<file path="src/slrr_pkg.sv">
`default_nettype none

package slrr_pkg;

  localparam int ENTRIES  = 16;
  localparam int KEY_BITS = 32;

  // fixed field widths of the channels
  localparam int CMD_W     = 2;
  localparam int ID_W      = 4;
  localparam int KEY_IN_W  = 32;
  localparam int COUNT_W   = 5;

  localparam int NODE_W = $clog2(ENTRIES + 1);
  localparam int IDX_W  = (ENTRIES > 1) ? $clog2(ENTRIES) : 1;

  localparam logic [NODE_W-1:0] SENTINEL = NODE_W'(ENTRIES);

  typedef enum logic [CMD_W-1:0] {
    CMD_INSERT = 2'd0,
    CMD_REMOVE = 2'd1,
    CMD_GET    = 2'd2,
    CMD_STEP   = 2'd3
  } cmd_e;

  typedef enum logic [2:0] {
    S_IDLE,
    S_WALK,
    S_LINK1,
    S_LINK2,
    S_RMV,
    S_IDX,
    S_RESP
  } state_e;

endpackage

`default_nettype wire

</file>
<file path="src/slrr_if.sv">
`default_nettype none

interface slrr_in_if import slrr_pkg::*; ();
  logic                valid;
  logic                ready;
  logic [CMD_W-1:0]    cmd;
  logic [ID_W-1:0]     item_id;
  logic [KEY_IN_W-1:0] item_key;

  modport source (output valid, cmd, item_id, item_key, input ready);
  modport sink   (input valid, cmd, item_id, item_key, output ready);
endinterface

interface slrr_out_if import slrr_pkg::*; ();
  logic               valid;
  logic               ready;
  logic               ok;
  logic               item_valid;
  logic [ID_W-1:0]    item_out;
  logic [COUNT_W-1:0] entry_count;

  modport source (output valid, ok, item_valid, item_out, entry_count, input ready);
  modport sink   (input valid, ok, item_valid, item_out, entry_count, output ready);
endinterface

`default_nettype wire

</file>
<file path="src/sorted_list_with_round_robin_index.sv">
// Sorted list of item ids with a round-robin index.
// in_i carries one command per beat: insert (id, key), remove (id), get index
// item, step index. out_o returns exactly one result beat per command: ok,
// item_valid, item_out and the member count after the command.
// Links and keys sit in three registered-read memories; the sentinel's links
// are registers. One command is worked at a time; in_i is ready only while
// the sequencer idles.
// Steps from the accepted command to the result beat:
//   insert: a walk from the head past every member whose key is <= the new
//           key (one link read per cycle), then S_LINK1, S_LINK2, S_RESP
//   remove, get, step: S_RMV or S_IDX, then S_RESP; failed insert/remove,
//           get on an empty list and step from the sentinel: S_RESP only
// in_i is ready again in the cycle after the result is loaded.
// The result sits in an output register; if out_o stalls with a beat
// pending, the next result waits in the response step until that beat goes.
// Reset empties the list and parks the index on the sentinel; no clearing
// pass, the memories are always written before they are read.
`default_nettype none

module sorted_list_with_round_robin_index import slrr_pkg::*; (
  input  wire logic  clk_i,
  input  wire logic  rst_ni,
  slrr_in_if.sink    in_i,
  slrr_out_if.source out_o
);

  state_e state_q, state_d;

  cmd_e                cmd_q, cmd_d;
  logic [IDX_W-1:0]    id_q, id_d;
  logic [KEY_BITS-1:0] key_q, key_d;
  logic [NODE_W-1:0]   at_q, at_d;
  logic [NODE_W-1:0]   head_q, head_d;
  logic [NODE_W-1:0]   tail_q, tail_d;
  logic [NODE_W-1:0]   cursor_q, cursor_d;
  logic [NODE_W-1:0]   count_q, count_d;
  logic [ENTRIES-1:0]  member_q, member_d;

  logic            res_ok_q, res_ok_d;
  logic            res_valid_q, res_valid_d;
  logic [ID_W-1:0] res_item_q, res_item_d;

  logic               out_valid_q;
  logic               out_ok_q;
  logic               out_item_valid_q;
  logic [ID_W-1:0]    out_item_q;
  logic [COUNT_W-1:0] out_count_q;

  // link and key memories
  logic [NODE_W-1:0]   next_mem [ENTRIES];
  logic [NODE_W-1:0]   prev_mem [ENTRIES];
  logic [KEY_BITS-1:0] key_mem  [ENTRIES];

  logic                nx_we, pv_we, ky_we;
  logic [IDX_W-1:0]    nx_waddr, pv_waddr, ky_waddr;
  logic [NODE_W-1:0]   nx_wdata, pv_wdata;
  logic [KEY_BITS-1:0] ky_wdata;
  logic [IDX_W-1:0]    nx_raddr, pv_raddr;
  logic [NODE_W-1:0]   nx_rdata_q, pv_rdata_q;
  logic [KEY_BITS-1:0] ky_rdata_q;

  always_ff @(posedge clk_i) begin
    if (nx_we) next_mem[nx_waddr] <= nx_wdata;
    nx_rdata_q <= next_mem[nx_raddr];
  end

  always_ff @(posedge clk_i) begin
    if (pv_we) prev_mem[pv_waddr] <= pv_wdata;
    pv_rdata_q <= prev_mem[pv_raddr];
  end

  // keys are read alongside the next link of the same node
  always_ff @(posedge clk_i) begin
    if (ky_we) key_mem[ky_waddr] <= ky_wdata;
    ky_rdata_q <= key_mem[nx_raddr];
  end

  // shared conditions
  logic              in_fire;
  cmd_e              in_cmd;
  logic              id_in_range;
  logic [IDX_W-1:0]  in_idx;
  logic              in_member;
  logic              walk_stop;
  logic              slot_free;
  logic [NODE_W-1:0] get_node;
  logic [NODE_W-1:0] before_node;

  assign in_i.ready  = (state_q == S_IDLE);
  assign in_fire     = in_i.valid && in_i.ready;
  assign in_cmd      = cmd_e'(in_i.cmd);
  assign id_in_range = (32'(in_i.item_id) < 32'(ENTRIES));
  assign in_idx      = IDX_W'(in_i.item_id);
  assign in_member   = id_in_range && member_q[in_idx];
  assign walk_stop   = (at_q == SENTINEL) || (key_q < ky_rdata_q);
  assign slot_free   = !out_valid_q || out_o.ready;
  assign get_node    = (cursor_q == SENTINEL) ? head_q : cursor_q;
  assign before_node = (at_q == SENTINEL) ? tail_q : pv_rdata_q;

  // next state
  always_comb begin
    state_d = state_q;
    unique case (state_q)
      S_IDLE: begin
        if (in_fire) begin
          unique case (in_cmd)
            CMD_INSERT: state_d = (id_in_range && !in_member) ? S_WALK : S_RESP;
            CMD_REMOVE: state_d = in_member ? S_RMV : S_RESP;
            CMD_GET:    state_d = (count_q != '0) ? S_IDX : S_RESP;
            CMD_STEP:   state_d = (cursor_q != SENTINEL) ? S_IDX : S_RESP;
            default:    state_d = S_RESP;
          endcase
        end
      end
      S_WALK:  if (walk_stop) state_d = S_LINK1;
      S_LINK1: state_d = S_LINK2;
      S_LINK2: state_d = S_RESP;
      S_RMV:   state_d = S_RESP;
      S_IDX:   state_d = S_RESP;
      S_RESP:  if (slot_free) state_d = S_IDLE;
      default: state_d = S_IDLE;
    endcase
  end

  // datapath and memory control
  always_comb begin
    cmd_d       = cmd_q;
    id_d        = id_q;
    key_d       = key_q;
    at_d        = at_q;
    head_d      = head_q;
    tail_d      = tail_q;
    cursor_d    = cursor_q;
    count_d     = count_q;
    member_d    = member_q;
    res_ok_d    = res_ok_q;
    res_valid_d = res_valid_q;
    res_item_d  = res_item_q;
    nx_we       = 1'b0;
    pv_we       = 1'b0;
    ky_we       = 1'b0;
    nx_waddr    = id_q;
    pv_waddr    = id_q;
    ky_waddr    = in_idx;
    nx_wdata    = at_q;
    pv_wdata    = before_node;
    ky_wdata    = KEY_BITS'(in_i.item_key);
    nx_raddr    = IDX_W'(at_q);
    pv_raddr    = IDX_W'(at_q);

    unique case (state_q)
      S_IDLE: begin
        if (in_fire) begin
          cmd_d       = in_cmd;
          id_d        = in_idx;
          key_d       = KEY_BITS'(in_i.item_key);
          res_ok_d    = 1'b1;
          res_valid_d = 1'b0;
          res_item_d  = '0;
          unique case (in_cmd)
            CMD_INSERT: begin
              if (id_in_range && !in_member) begin
                member_d[in_idx] = 1'b1;
                count_d          = count_q + 1'b1;
                ky_we            = 1'b1;
                at_d             = head_q;
                nx_raddr         = IDX_W'(head_q);
              end else begin
                res_ok_d = 1'b0;
              end
            end
            CMD_REMOVE: begin
              if (in_member) begin
                nx_raddr = in_idx;
                pv_raddr = in_idx;
              end else begin
                res_ok_d = 1'b0;
              end
            end
            CMD_GET: begin
              if (count_q != '0) begin
                res_valid_d = 1'b1;
                res_item_d  = ID_W'(get_node);
                nx_raddr    = IDX_W'(get_node);
              end
            end
            CMD_STEP: begin
              // from the sentinel the successor is the head
              if (cursor_q == SENTINEL) cursor_d = head_q;
              else nx_raddr = IDX_W'(cursor_q);
            end
            default: ;
          endcase
        end
      end
      S_WALK: begin
        if (walk_stop) begin
          pv_raddr = IDX_W'(at_q);
        end else begin
          at_d     = nx_rdata_q;
          nx_raddr = IDX_W'(nx_rdata_q);
        end
      end
      S_LINK1: begin
        // next[before] = id (head if before is the sentinel), prev[id] = before
        if (before_node == SENTINEL) begin
          head_d = NODE_W'(id_q);
        end else begin
          nx_we    = 1'b1;
          nx_waddr = IDX_W'(before_node);
          nx_wdata = NODE_W'(id_q);
        end
        pv_we    = 1'b1;
        pv_waddr = id_q;
        pv_wdata = before_node;
      end
      S_LINK2: begin
        // next[id] = at, prev[at] = id (tail if at is the sentinel)
        nx_we    = 1'b1;
        nx_waddr = id_q;
        nx_wdata = at_q;
        if (at_q == SENTINEL) begin
          tail_d = NODE_W'(id_q);
        end else begin
          pv_we    = 1'b1;
          pv_waddr = IDX_W'(at_q);
          pv_wdata = NODE_W'(id_q);
        end
      end
      S_RMV: begin
        if (pv_rdata_q == SENTINEL) begin
          head_d = nx_rdata_q;
        end else begin
          nx_we    = 1'b1;
          nx_waddr = IDX_W'(pv_rdata_q);
          nx_wdata = nx_rdata_q;
        end
        if (nx_rdata_q == SENTINEL) begin
          tail_d = pv_rdata_q;
        end else begin
          pv_we    = 1'b1;
          pv_waddr = IDX_W'(nx_rdata_q);
          pv_wdata = pv_rdata_q;
        end
        member_d[id_q] = 1'b0;
        count_d        = count_q - 1'b1;
        if (cursor_q == NODE_W'(id_q)) cursor_d = nx_rdata_q;
      end
      S_IDX: begin
        if (cmd_q == CMD_GET) begin
          cursor_d = nx_rdata_q;
        end else begin
          cursor_d = (nx_rdata_q == SENTINEL) ? head_q : nx_rdata_q;
        end
      end
      S_RESP: ;
      default: ;
    endcase
  end

  always_ff @(posedge clk_i or negedge rst_ni) begin
    if (!rst_ni) begin
      state_q  <= S_IDLE;
      head_q   <= SENTINEL;
      tail_q   <= SENTINEL;
      cursor_q <= SENTINEL;
      count_q  <= '0;
      member_q <= '0;
    end else begin
      state_q  <= state_d;
      head_q   <= head_d;
      tail_q   <= tail_d;
      cursor_q <= cursor_d;
      count_q  <= count_d;
      member_q <= member_d;
    end
  end

  always_ff @(posedge clk_i) begin
    cmd_q       <= cmd_d;
    id_q        <= id_d;
    key_q       <= key_d;
    at_q        <= at_d;
    res_ok_q    <= res_ok_d;
    res_valid_q <= res_valid_d;
    res_item_q  <= res_item_d;
  end

  // output register
  logic out_load;
  assign out_load = (state_q == S_RESP) && slot_free;

  always_ff @(posedge clk_i or negedge rst_ni) begin
    if (!rst_ni) begin
      out_valid_q <= 1'b0;
    end else if (out_load) begin
      out_valid_q <= 1'b1;
    end else if (out_o.ready) begin
      out_valid_q <= 1'b0;
    end
  end

  always_ff @(posedge clk_i) begin
    if (out_load) begin
      out_ok_q         <= res_ok_q;
      out_item_valid_q <= res_valid_q;
      out_item_q       <= res_item_q;
      out_count_q      <= COUNT_W'(count_q);
    end
  end

  assign out_o.valid       = out_valid_q;
  assign out_o.ok          = out_ok_q;
  assign out_o.item_valid  = out_item_valid_q;
  assign out_o.item_out    = out_item_q;
  assign out_o.entry_count = out_count_q;

  // checks
  a_count_matches_members: assert property (@(posedge clk_i) disable iff (!rst_ni)
    $countones(member_q) == 32'(count_q))
    else $error("member count disagrees with membership bits");

  a_count_bounded: assert property (@(posedge clk_i) disable iff (!rst_ni)
    32'(count_q) <= 32'(ENTRIES))
    else $error("member count beyond capacity");

  a_head_empty: assert property (@(posedge clk_i) disable iff (!rst_ni)
    (state_q == S_IDLE) |-> ((head_q == SENTINEL) == (count_q == '0)))
    else $error("head link disagrees with member count");

  a_item_implies_ok: assert property (@(posedge clk_i) disable iff (!rst_ni)
    (out_valid_q && out_item_valid_q) |-> out_ok_q)
    else $error("returned item without success");

endmodule

`default_nettype wire
</file>
<file path="src/flat_wrapper.sv">
// flat-port wrapper written by rule: the top's interface ports become plain ports
module sorted_list_with_round_robin_index_flat import slrr_pkg::*;
  (clk_i, rst_ni, in_i_valid, in_i_cmd, in_i_item_id, in_i_item_key, in_i_ready, out_o_valid, out_o_ok, out_o_item_valid, out_o_item_out, out_o_entry_count, out_o_ready);
  slrr_in_if in_i_i ();
  slrr_out_if out_o_i ();
  input  wire logic clk_i;
  input  wire logic rst_ni;
  input wire logic [$bits(in_i_i.valid)-1:0] in_i_valid;
  input wire logic [$bits(in_i_i.cmd)-1:0] in_i_cmd;
  input wire logic [$bits(in_i_i.item_id)-1:0] in_i_item_id;
  input wire logic [$bits(in_i_i.item_key)-1:0] in_i_item_key;
  output wire logic [$bits(in_i_i.ready)-1:0] in_i_ready;
  output wire logic [$bits(out_o_i.valid)-1:0] out_o_valid;
  output wire logic [$bits(out_o_i.ok)-1:0] out_o_ok;
  output wire logic [$bits(out_o_i.item_valid)-1:0] out_o_item_valid;
  output wire logic [$bits(out_o_i.item_out)-1:0] out_o_item_out;
  output wire logic [$bits(out_o_i.entry_count)-1:0] out_o_entry_count;
  input wire logic [$bits(out_o_i.ready)-1:0] out_o_ready;
  assign in_i_i.valid = in_i_valid;
  assign in_i_i.cmd = in_i_cmd;
  assign in_i_i.item_id = in_i_item_id;
  assign in_i_i.item_key = in_i_item_key;
  assign in_i_ready = in_i_i.ready;
  assign out_o_valid = out_o_i.valid;
  assign out_o_ok = out_o_i.ok;
  assign out_o_item_valid = out_o_i.item_valid;
  assign out_o_item_out = out_o_i.item_out;
  assign out_o_entry_count = out_o_i.entry_count;
  assign out_o_i.ready = out_o_ready;
  sorted_list_with_round_robin_index u_core (.clk_i(clk_i), .rst_ni(rst_ni), .in_i(in_i_i), .out_o(out_o_i));
endmodule
</file>
<file path="config.mk">
export PLATFORM = sky130hd
export DESIGN_NAME = sorted_list_with_round_robin_index_flat
export DESIGN_NICKNAME = d
export VERILOG_FILES = /design/src/slrr_pkg.sv /design/src/slrr_if.sv /design/src/sorted_list_with_round_robin_index.sv /design/src/flat_wrapper.sv
export SDC_FILE = /design/constraint.sdc
export NUM_CORES = 1
export LEC_CHECK = 0
export BUFFER_PORTS_ARGS = -buffer_cell sky130_fd_sc_hd__buf_4
export CORE_AREA = 2 2 250 252
export DETAILED_ROUTE_END_ITERATION = 8
export DIE_AREA = 0 0 252 254
export PLACE_DENSITY = 0.69
export SLEW_MARGIN = 20
export SYNTH_ARGS = -nofsm -noshare
export SYNTH_HDL_FRONTEND = slang
export SYNTH_SLANG_ARGS = --single-unit
</file>
<file path="constraint.sdc">
create_clock -name clk_i -period 4.95 [get_ports clk_i]
set_input_delay 0.99 -clock clk_i [delete_from_list [all_inputs] [get_ports clk_i]]
set_output_delay 0.99 -clock clk_i [all_outputs]
set_load 0.02 [all_outputs]
</file>
======== Word level (Yosys, flattened, before mapping) ========
Memory sizes are Yosys's and may differ from the RTL's. A register that Yosys moved wholly into a read port is not among the register bits.
Cells that the tools add are included.
storage, ports and cells
  memories kept ........................... 3
  word-level logic and storage cells ...... 174
  bits in latches ......................... 0
  register bits ........................... 100
  output and inout bits ................... 13
  bits in read-only memories .............. 0
  RAM bits ................................ 672
cells by class
  multiplexer cells ....................... 86
  equal/unequal tests ..................... 30
  div/mod/pow operators ................... 0
  bitwise operators ....................... 3
  shift operators ......................... 0
  multipliers ............................. 0
  reductions and logical operators ........ 26
  $add $sub $neg .......................... 2
  $lt $le $gt $ge ......................... 5
memory list
  memory           depth  width  rd ports  clocked after Yosys merged registers in  write ports  RTL line                                  source
  u_core.key_mem   16     32     1         1                                        1            sorted_list_with_round_robin_index.sv:52  logic [KEY_BITS-1:0] key_mem [ENTRIES];
  u_core.next_mem  16     5      1         1                                        1            sorted_list_with_round_robin_index.sv:50  logic [NODE_W-1:0] next_mem [ENTRIES];
  u_core.prev_mem  16     5      1         1                                        1            sorted_list_with_round_robin_index.sv:51  logic [NODE_W-1:0] prev_mem [ENTRIES];
operators with widths
  operator            count
  $mux 5              22
  $pmux 5 s2          6
  $mux 4              13
  $mux 16             3
  $lt 32x32->1        1
  $pmux 16 s2         1
  $eq 5x5->1 const B  5
  $pmux 4 s2          3
  $mux 1              21
  $and 16x16->16      1
  $not 16->16         1
  $or 16x16->16       1
  $pmux 4 s4          1
  $pmux 3 s5          1
  $pmux 5 s3          1
  $ne 2x1->1 const B  7
  $mux 3              4
  $ne 2x2->1 const B  6
  $pmux 3 s4          1
  $lt 4x5->1 const B  2
  $reduce_and 5->1    2
  $reduce_bool 2->1   5
  $eq 3x3->1 const B  3
  $reduce_and 3->1    3
  other kinds (24)    38

======== Depth between registers and ports, before layout ========
Gate-level depths: netlist of run 1.
  depth in word-level cells ............... 9
  depth in mapped cells ................... 14
  depth with buffers taken out ............ 11

======== Worst setup path before layout of run 1 ========
Ideal clock, no wire load.
  path type ............................... input to register
  from .................................... input port in_i_item_id[0]
  to ...................................... memory u_core.key_mem[2][0], enable pin
  stages on the path ...................... 8
  arrival time ............................ 4.756 ns
  path slack .............................. -0.268 ns
  library setup time ...................... 0.462 ns
  cell sequence ........................... buf_6 > mux4_2 > a2bb2oi_2 > a22oi_4 > nand2_1 > nor2_1 > nand3b_1 > nor3_1
on the way
  word-level cells in the longest chain between the ends .. 8
ends and longest elaborated chain
  what                          RTL line                                   source
  from (decl)                   flat_wrapper.sv:10                         input wire logic [$bits(in_i_i.item_id)-1:0] in_i_item_id;
  $bmux 1 s4                    sorted_list_with_round_robin_index.sv:94   assign in_member = id_in_range && member_q[in_idx];
  $mux 1 (implied by the code)  sorted_list_with_round_robin_index.sv:94
  $mux 1                        sorted_list_with_round_robin_index.sv:162  if (id_in_range && !in_member) begin
  $mux 1                        sorted_list_with_round_robin_index.sv:160  unique case (in_cmd)
  $mux 1                        sorted_list_with_round_robin_index.sv:153  if (in_fire) begin
  $mux 1                        sorted_list_with_round_robin_index.sv:151  unique case (state_q)
  $mux 1                        sorted_list_with_round_robin_index.sv:74   if (ky_we) key_mem[ky_waddr] <= ky_wdata;
  $mux 1 (implied by the code)  sorted_list_with_round_robin_index.sv:74
  to (decl)                     sorted_list_with_round_robin_index.sv:52
Parallel ways exist; a longest one is shown, timed or not. The select of a mux whose other input is x is not followed.

======== Worst setup path after layout of run 1 ========
  from .................................... register u_core.ky_rdata_q[2], read port of u_core.key_mem
  to ...................................... register u_core.ky_rdata_q[10], read port of u_core.key_mem
on the way
  word-level cells in the longest chain between the ends .. 4
ends and longest elaborated chain
  what              RTL line                                   source
  from (decl)       sorted_list_with_round_robin_index.sv:60   logic [KEY_BITS-1:0] ky_rdata_q;
  $lt 32x32->1      sorted_list_with_round_robin_index.sv:95   assign walk_stop = (at_q == SENTINEL) || (key_q < ky_rdata_q);
  $logic_or 1x1->1  sorted_list_with_round_robin_index.sv:95
  $mux 4            sorted_list_with_round_robin_index.sv:197  if (walk_stop) begin
  $pmux 4 s2        sorted_list_with_round_robin_index.sv:151
No other way between the ends.
A chain may end at the register's enable or synchronous reset.

==> out/results.ini, run 1 <==
[status]
status = completed

[synth]
synth_nets = 2568
syn_area_per_cell_um2 = 13.94
postSynthCellCount = 2491
syn-cell-area_mm2 = 0.03472
ys_warn_count = 0
ys_seq_area_frac = 0.6863
ys.flop_type = edfxtp_1
synth.top_cells.by_area = edfxtp_1, a2111oi_0, dfrtp_1
synth_cell_types = 76
yosys.area.top_type_share = 0.6331
synth_top_cell_by_area = edfxtp_1
synth_edf_count = 732
async_flop_share = 0.04914
ys_ff_latch = 814

[detailed_routing]
met2_length_um = 44880
met3_length_um = 8284
m1WireLength_um = 36460
via_per_inst = 6.855
drt_iter0_drc = 2775
post-route-drc-count = 0
routed_wl_um = 91990
dr.max_layer_used = met4
dr.pass1.iters = 8
vias = 23090
routedWlPerCell_um = 27.31
antenna_left = 0

[cts]
cts_setup_buffers = 0
root_buffer = clkbuf_16
clkLatencyLatePin_ps = 640
clkTransAtPathRegs_ps = 60
clock-sinks = 814
cts-buffers-inserted = 83
clock_path_buffers = 3
cts_tree = done
cts_max_level = 3

[global_route]
grt_pass1_wl_um = 139000
grt_use_total = 0.2868
antenna_found_initial = 0
grt_max_degree = 149
grt_pass1_vias = 22740
overflow = 0

[critical_path]
endpoint_kind = flip-flop
critPathKind = flip-flop to flip-flop
cp.required_ps = 5420
worstPathMaxFanout = 46
crit_slowest_cell = a2111oi_0
cp-start-kind = flip-flop
cp_common_cell = buf_4
path_cells = inv_1 -> ha_1 -> a211o_1 -> a31oi_1 -> o31ai_1 -> a2111oi_1 -> buf_4 -> o21ai_1 -> buf_4 -> a211oi_4 -> buf_12 -> buf_4 -> a2111oi_0 -> a2111oi_0 -> o211ai_1
arrival_ps = 5050
cpPeakStageDelay_ps = 750

[timing]
period_share = 0.9251
min_period_ps = 4579
hold_violations = 0
finalSetupViolCount = 0
rsz0062_at_grt = false
fmax_ghz = 0.2184
fin_skew_ps = 29.68
worst_pin_slew_ps = 1041
slew_viol_final = 0
slew_headroom = 0.3039
setup_tns_ps = 0

[place]
place_area_mm2 = 0.03657
place_hpwl_um = 50480
io_buffers = 54
gp_congestion = 0.9025

[floorplan]
initial_core_util = 0.5668
fp.dieH_um = 254
die-area_mm2 = 0.06401
die_width_um = 252
boundaryPins = 55
rows = 91
coreArea_mm2 = 0.06126

[cells_and_area]
design_area_mm2 = 0.03932
nets = 2587
nFillCells = 4389
drive_gt1_frac = 0.1346
antenna_cells = 0
area_growth_pct = 13.25

[pwr]
p_per_area_mw_per_mm2 = 558.5
total_power_uw = 21960
p_leak_uw = 0.01317
irDropWorstVdd_mv = 0.3535

[min_path]
hold_class = input pin to async pin

[run]
maxCapViolations = 0

cell usage in the layout, fill, tap and decap left out, types with 8 or more instances in the layout:
cell type,instances
edfxtp_1,732
nand2_1,239
a2111oi_0,149
nand4_1,118
buf_4,118
o31ai_1,114
a21oi_1,111
mux2i_1,90
clkbuf_16,87
nor2_1,76
inv_1,49
o21ai_0,48
a211oi_1,48
o211ai_1,45
a211o_1,42
dfxtp_1,42
a32o_1,38
and4_1,37
dfrtp_1,37
ha_1,34
buf_12,32
mux2_2,29
clkbuf_1,22
nand3_1,17
clkinv_2,13
clkinv_1,13
nor2_4,12
a31oi_1,10
mux2_1,10
nand2b_1,9
and2_1,8
o22ai_1,8
bufinv_16,8
per-stage QoR:
stage	std cells	worst slack, ps	util	hold WS (ps)
final	3368	370.9	0.6419	349.9
after global routing	3368	220.3	0.6419	381.2
after CTS	3368	173.0	0.6418	355.8
after detailed placement	3215	7.678	0.5970	412.4
after global placement	3215	119.8	0.5970	405.0
after floorplan	2491	612.1	-	400.3
flip-flops by register name, summed over array words and instances (netlist names), 5 cells and up:
register                  flops
u_core.count_q                5
u_core.key_q                 32
u_core.member_q              16
u_core.key_mem              512
u_core.ky_rdata_q            32
u_core.pv_rdata_q             5
u_core.out_o.entry_count      5
u_core.next_mem              80
u_core.head_q                 5
u_core.tail_q                 5
u_core.nx_rdata_q             5
u_core.at_q                   5
u_core.prev_mem              80
u_core.cursor_q               5
final timing paths:
| path | cells after the start | slack, ps | end | startpoint |
|---|---|---|---|---|
| worst min-delay path | 1 | 350 | u_core.tail_q[0]$_DFFE_PN0P_ | rst_ni |
| worst max-delay path | 15 | 370 | u_core.ky_rdata_q[10]$_DFF_P_ | u_core.ky_rdata_q[2]$_DFF_P_ |
| max in group asynchronous | 1 | 4200 | u_core.state_q[2]$_DFFE_PN0P_ | rst_ni |
| worst max register to register | 15 | 370 | u_core.ky_rdata_q[10]$_DFF_P_ | u_core.ky_rdata_q[2]$_DFF_P_ |
| worst min register to register | 0 | 420 | u_core.out_o.item_out[2]$_DFFE_PP_ | u_core.res_item_q[2]$_SDFFCE_PN0P_ |
| min in group clk_i | 0 | 420 | u_core.out_o.item_out[2]$_DFFE_PP_ | u_core.res_item_q[2]$_SDFFCE_PN0P_ |
power breakdown:
group	switching, uW	internal, uW	total [uW]
Combinational	4470	2250	6720
Clock	2600	3700	6310
Sequential	411	8520	8930
Total	7490	14500	22000
critical path: cells and delay by family (launching register included):
kind | cells | cell delay (ps)
fa+ha+maj | 1 | 300
buf+inv | 5 | 1090
flops | 1 | 380
compound gates | 9 | 2630
metal layers:
layer / GRT usage / vias up
li1: - / 10070
met4: 0.09129 / 0
met1: 0.3875 / 11580
met5: 0 / -
met3: 0.05183 / 165
met2: 0.4754 / 1275
what timing repair did:
action	4_1_cts	5_1_grt
endpoints found under the setup margin	0	1
hold endpoints to repair	0	0
gates resized for setup	0	1
hold buffers	0	0
logic make-up (layout without fill, tap and decap cells):
logic type	Yosys count	count (layout)	synth area share
adder cells (fa/ha/maj)	35	35	0.01283
AO/OA/AOI/OAI	670	670	0.1455
XOR/XNOR	10	10	0.002523
AND/OR/NAND/NOR	563	563	0.08083
flip-flops	814	814	0.6863
buffers and inverters	266	353	0.03161
multiplexers	133	133	0.04047
area by class of cell:
| type | instances | area [um2] | area share |
|---|---|---|---|
| well taps | 790 | 988.4 | 0.02514 |
| clock inverters | 40 | 430.4 | 0.01095 |
| clock buffers | 113 | 2315 | 0.05887 |
| repair buffers | 150 | 1526 | 0.03882 |
| flip-flops and latches | 814 | 23830 | 0.6060 |
| multi-input cells | 1411 | 10040 | 0.2555 |
| inverters | 50 | 187.7 | 0.004773 |
synth_stat cells (4+ instances only):
| cell | instances |
|---|---|
| a32o_1 | 38 |
| a2111oi_0 | 149 |
| mux2_2 | 29 |
| a21oi_1 | 112 |
| xnor2_1 | 7 |
| o21ai_0 | 48 |
| o22ai_1 | 8 |
| nand4_1 | 118 |
| nor3_1 | 11 |
| dfrtp_1 | 37 |
| a31oi_1 | 10 |
| a22oi_1 | 6 |
| mux2i_1 | 92 |
| a211o_1 | 43 |
| buf_4 | 5 |
| o211ai_1 | 45 |
| nand2b_1 | 9 |
| clkbuf_1 | 145 |
| nand2_1 | 241 |
| or3_1 | 4 |
| a221oi_1 | 5 |
| inv_1 | 50 |
| and3_1 | 4 |
| ha_1 | 34 |
| edfxtp_1 | 732 |
| a21o_1 | 5 |
| nand3b_1 | 7 |
| buf_1 | 12 |
| mux2_1 | 10 |
| buf_2 | 50 |
| nand3_1 | 17 |
| a222oi_1 | 6 |
| dfxtp_1 | 42 |
| and4_1 | 37 |
| a211oi_1 | 48 |
| o41ai_1 | 6 |
| and2_1 | 8 |
| nor2_1 | 88 |
| o31ai_1 | 114 |
Note: power is estimated with default switching activity, not from simulation.
==> run 2, diff against run 1 <==
--- a/config.mk
+++ b/config.mk
@@ -9,7 +9,7 @@
 export CORE_AREA = 2 2 250 252
 export DETAILED_ROUTE_END_ITERATION = 8
 export DIE_AREA = 0 0 252 254
-export PLACE_DENSITY = 0.69
+export PLACE_DENSITY = 0.73
 export SLEW_MARGIN = 20
 export SYNTH_ARGS = -nofsm -noshare
 export SYNTH_HDL_FRONTEND = slang
==> out/results.ini, run 2 (synthesis gave the netlist of run 1 again) <==
[detailed_routing]
antenna_left = 0  ; unchanged
dr.pass1.iters = 6  ; -2
routed_wl_um = 91600  ; -0.43%
routedWlPerCell_um = 27.18  ; -0.49%
vias = 23370  ; +1.2%
drt_iter0_drc = 2895  ; +4.3%
via_per_inst = 6.934  ; +1.2%
post-route-drc-count = 0  ; unchanged

[timing]
slew_viol_final = 0  ; unchanged
rsz0062_at_grt = false
hold_violations = 0  ; unchanged
period_share = 0.9403  ; +0.01527
fin_skew_ps = 28.17  ; -1.511 ps
setup_tns_ps = 0  ; unchanged
finalSetupViolCount = 0  ; unchanged
fin_ws_ps = 295.4  ; -75.57 ps
worst_pin_slew_ps = 1015  ; -25.81 ps
min_period_ps = 4655  ; +75.57 ps
fmax_ghz = 0.2148  ; -1.6%
slew_headroom = 0.3211  ; +0.01726

[global_route]
grt_pass1_wl_um = 138500  ; -0.38%
grt_pass1_vias = 22990  ; +1.1%
grt_max_degree = 149  ; unchanged
grt_use_total = 0.2846  ; -0.002153
overflow = 0  ; unchanged
antenna_found_initial = 1  ; +1

[cells_and_area]
final_common_cell = edfxtp_1
area_growth_pct = 12.99
nFillCells = 4389  ; unchanged
design_area_mm2 = 0.03923  ; -0.23%
nets = 2591  ; +0.15%
drive_gt1_frac = 0.1369  ; +0.002274
layout_common_cells = edfxtp_1, nand2_1, a2111oi_0, buf_4, nand4_1
registers.top_by_ff_count = u_core.key_mem
postLayoutCoreUtil = 0.6404  ; -0.001491
top_regs = u_core.key_mem (512), u_core.next_mem (80), u_core.prev_mem (80)
largest_register_ffs = 512  ; unchanged

[floorplan]
fp.dieH_um = 254  ; unchanged
rows = 91  ; unchanged
die-area_mm2 = 0.06401  ; unchanged
boundaryPins = 55  ; unchanged
coreArea_mm2 = 0.06126  ; unchanged
die_width_um = 252  ; unchanged
initial_core_util = 0.5668  ; unchanged

[critical_path]
r2r_start = u_core.ky_rdata_q[23]$_DFF_P_
r2r-end = u_core.ky_rdata_q[29]$_DFF_P_
critPathKind = flip-flop to flip-flop
cp-start-kind = flip-flop
worst_r2r_path_depth = 13  ; -2
arrival_ps = 5130  ; +80 ps
worstPathMaxFanout = 17  ; -63%
cp.required_ps = 5430  ; about the same
rrSetupSlack_ps = 300  ; -80 ps
endpoint_kind = flip-flop

[cts]
cts_tree = done
clock_path_buffers = 3  ; unchanged
cts-buffers-inserted = 79  ; -4.8%
clkTransAtPathRegs_ps = 60  ; about the same
clkLatencyLatePin_ps = 640  ; about the same
root_buffer = clkbuf_16
clock-sinks = 814  ; unchanged
cts_max_level = 3  ; unchanged

[run]
maxCapViolations = 0  ; unchanged

[place]
place_area_mm2 = 0.03663  ; +0.17%
place_hpwl_um = 51560  ; +2.1%
pre_cts_ws_ps = -96.22  ; -103.9 ps
io_buffers = 54  ; unchanged
gp_congestion = 0.9427  ; +4.5%

[min_path]
hold_class = input pin to async pin

[status]
status = completed

[pwr]
p_per_area_mw_per_mm2 = 555.7  ; -0.49%
p_leak_uw = 0.01314  ; -0.17%
irDropWorstVdd_mv = 0.4272  ; +21%

==> run 2: per-stage QoR <==
stage	instances	total power, uW	hold slack (ps)
after floorplan	2491	13160	400.3
final	3370	21800	345.4
after detailed placement	3223	15770	407.1
after CTS	3369	21770	336.9
after global placement	3223	15550	407.3
after global routing	3370	22670	372.9
==> run 2: where the power goes <==
part / internal [uW] / total (uW) / switching [uW] / leakage, uW
clock network: 3450 / 6020 / 2570 / 0.00127
registers: 8520 / 8960 / 440 / 0.00744
logic: 2320 / 6820 / 4490 / 0.00443
total: 14300 / 21800 / 7500 / 0.0131
==> run 2: worst max-delay path by stage <==
stage	slack, ps	cells past startpoint	to	start
3_3_place_gp	30	12	u_core.ky_rdata_q[21]$_DFF_P_	in_i_item_id[0]
4_1_cts	90	13	u_core.ky_rdata_q[21]$_DFF_P_	u_core.ky_rdata_q[23]$_DFF_P_
5_1_grt	80	11	u_core.ky_rdata_q[25]$_DFF_P_	u_core.ky_rdata_q[23]$_DFF_P_
2_1_floorplan	610	8	u_core.key_mem[10][0]$_DFFE_PP_	in_i_item_id[0]
6_report	300	13	u_core.ky_rdata_q[29]$_DFF_P_	u_core.ky_rdata_q[23]$_DFF_P_
3_5_place_dp	-100	12	u_core.ky_rdata_q[21]$_DFF_P_	in_i_item_id[0]
==> run 2: repair_timing <==
action | in CTS | in global routing
hold buffers | 0 | 0
endpoints found under the setup margin | 0 | 1
setup buffers | 0 | 0
gates resized for setup | 0 | 1
==> run 2: area by class of cell <==
cell class / count / area, um2 / share of cell area
Sequential cell: 814 / 23830 / 0.6074
Multi-Input combinational cell: 1411 / 10030 / 0.2557
Clock buffer: 116 / 2257 / 0.05754
Timing Repair Buffer: 158 / 1599 / 0.04076
Tap cell: 790 / 988.4 / 0.02520
Clock inverter: 30 / 334.1 / 0.008516
Inverter: 50 / 187.7 / 0.004784
Antenna cell: 1 / 2.502 / 0.00006379
==> run 2: layer usage <==
metal / vias to the layer above / routed length (um) / global-route usage
li1: 10080 / - / -
met5: - / 0 / 0
met2: 1412 / 43840 / 0.4666
met3: 256 / 8355 / 0.04855
met4: 0 / 3620 / 0.1148
met1: 11620 / 35780 / 0.3810
==> run 2: worst max-delay path: stages (launching register included) <==
cell	delay, ps
dfxtp_1	340
inv_1	70
ha_1	320
nand4_1	310
nor3_1	230
buf_4	180
a22oi_1	190
a211oi_1	520
a21oi_1	190
o211ai_1	740
buf_4	430
a2111oi_0	120
a2111oi_0	670
o211ai_1	170
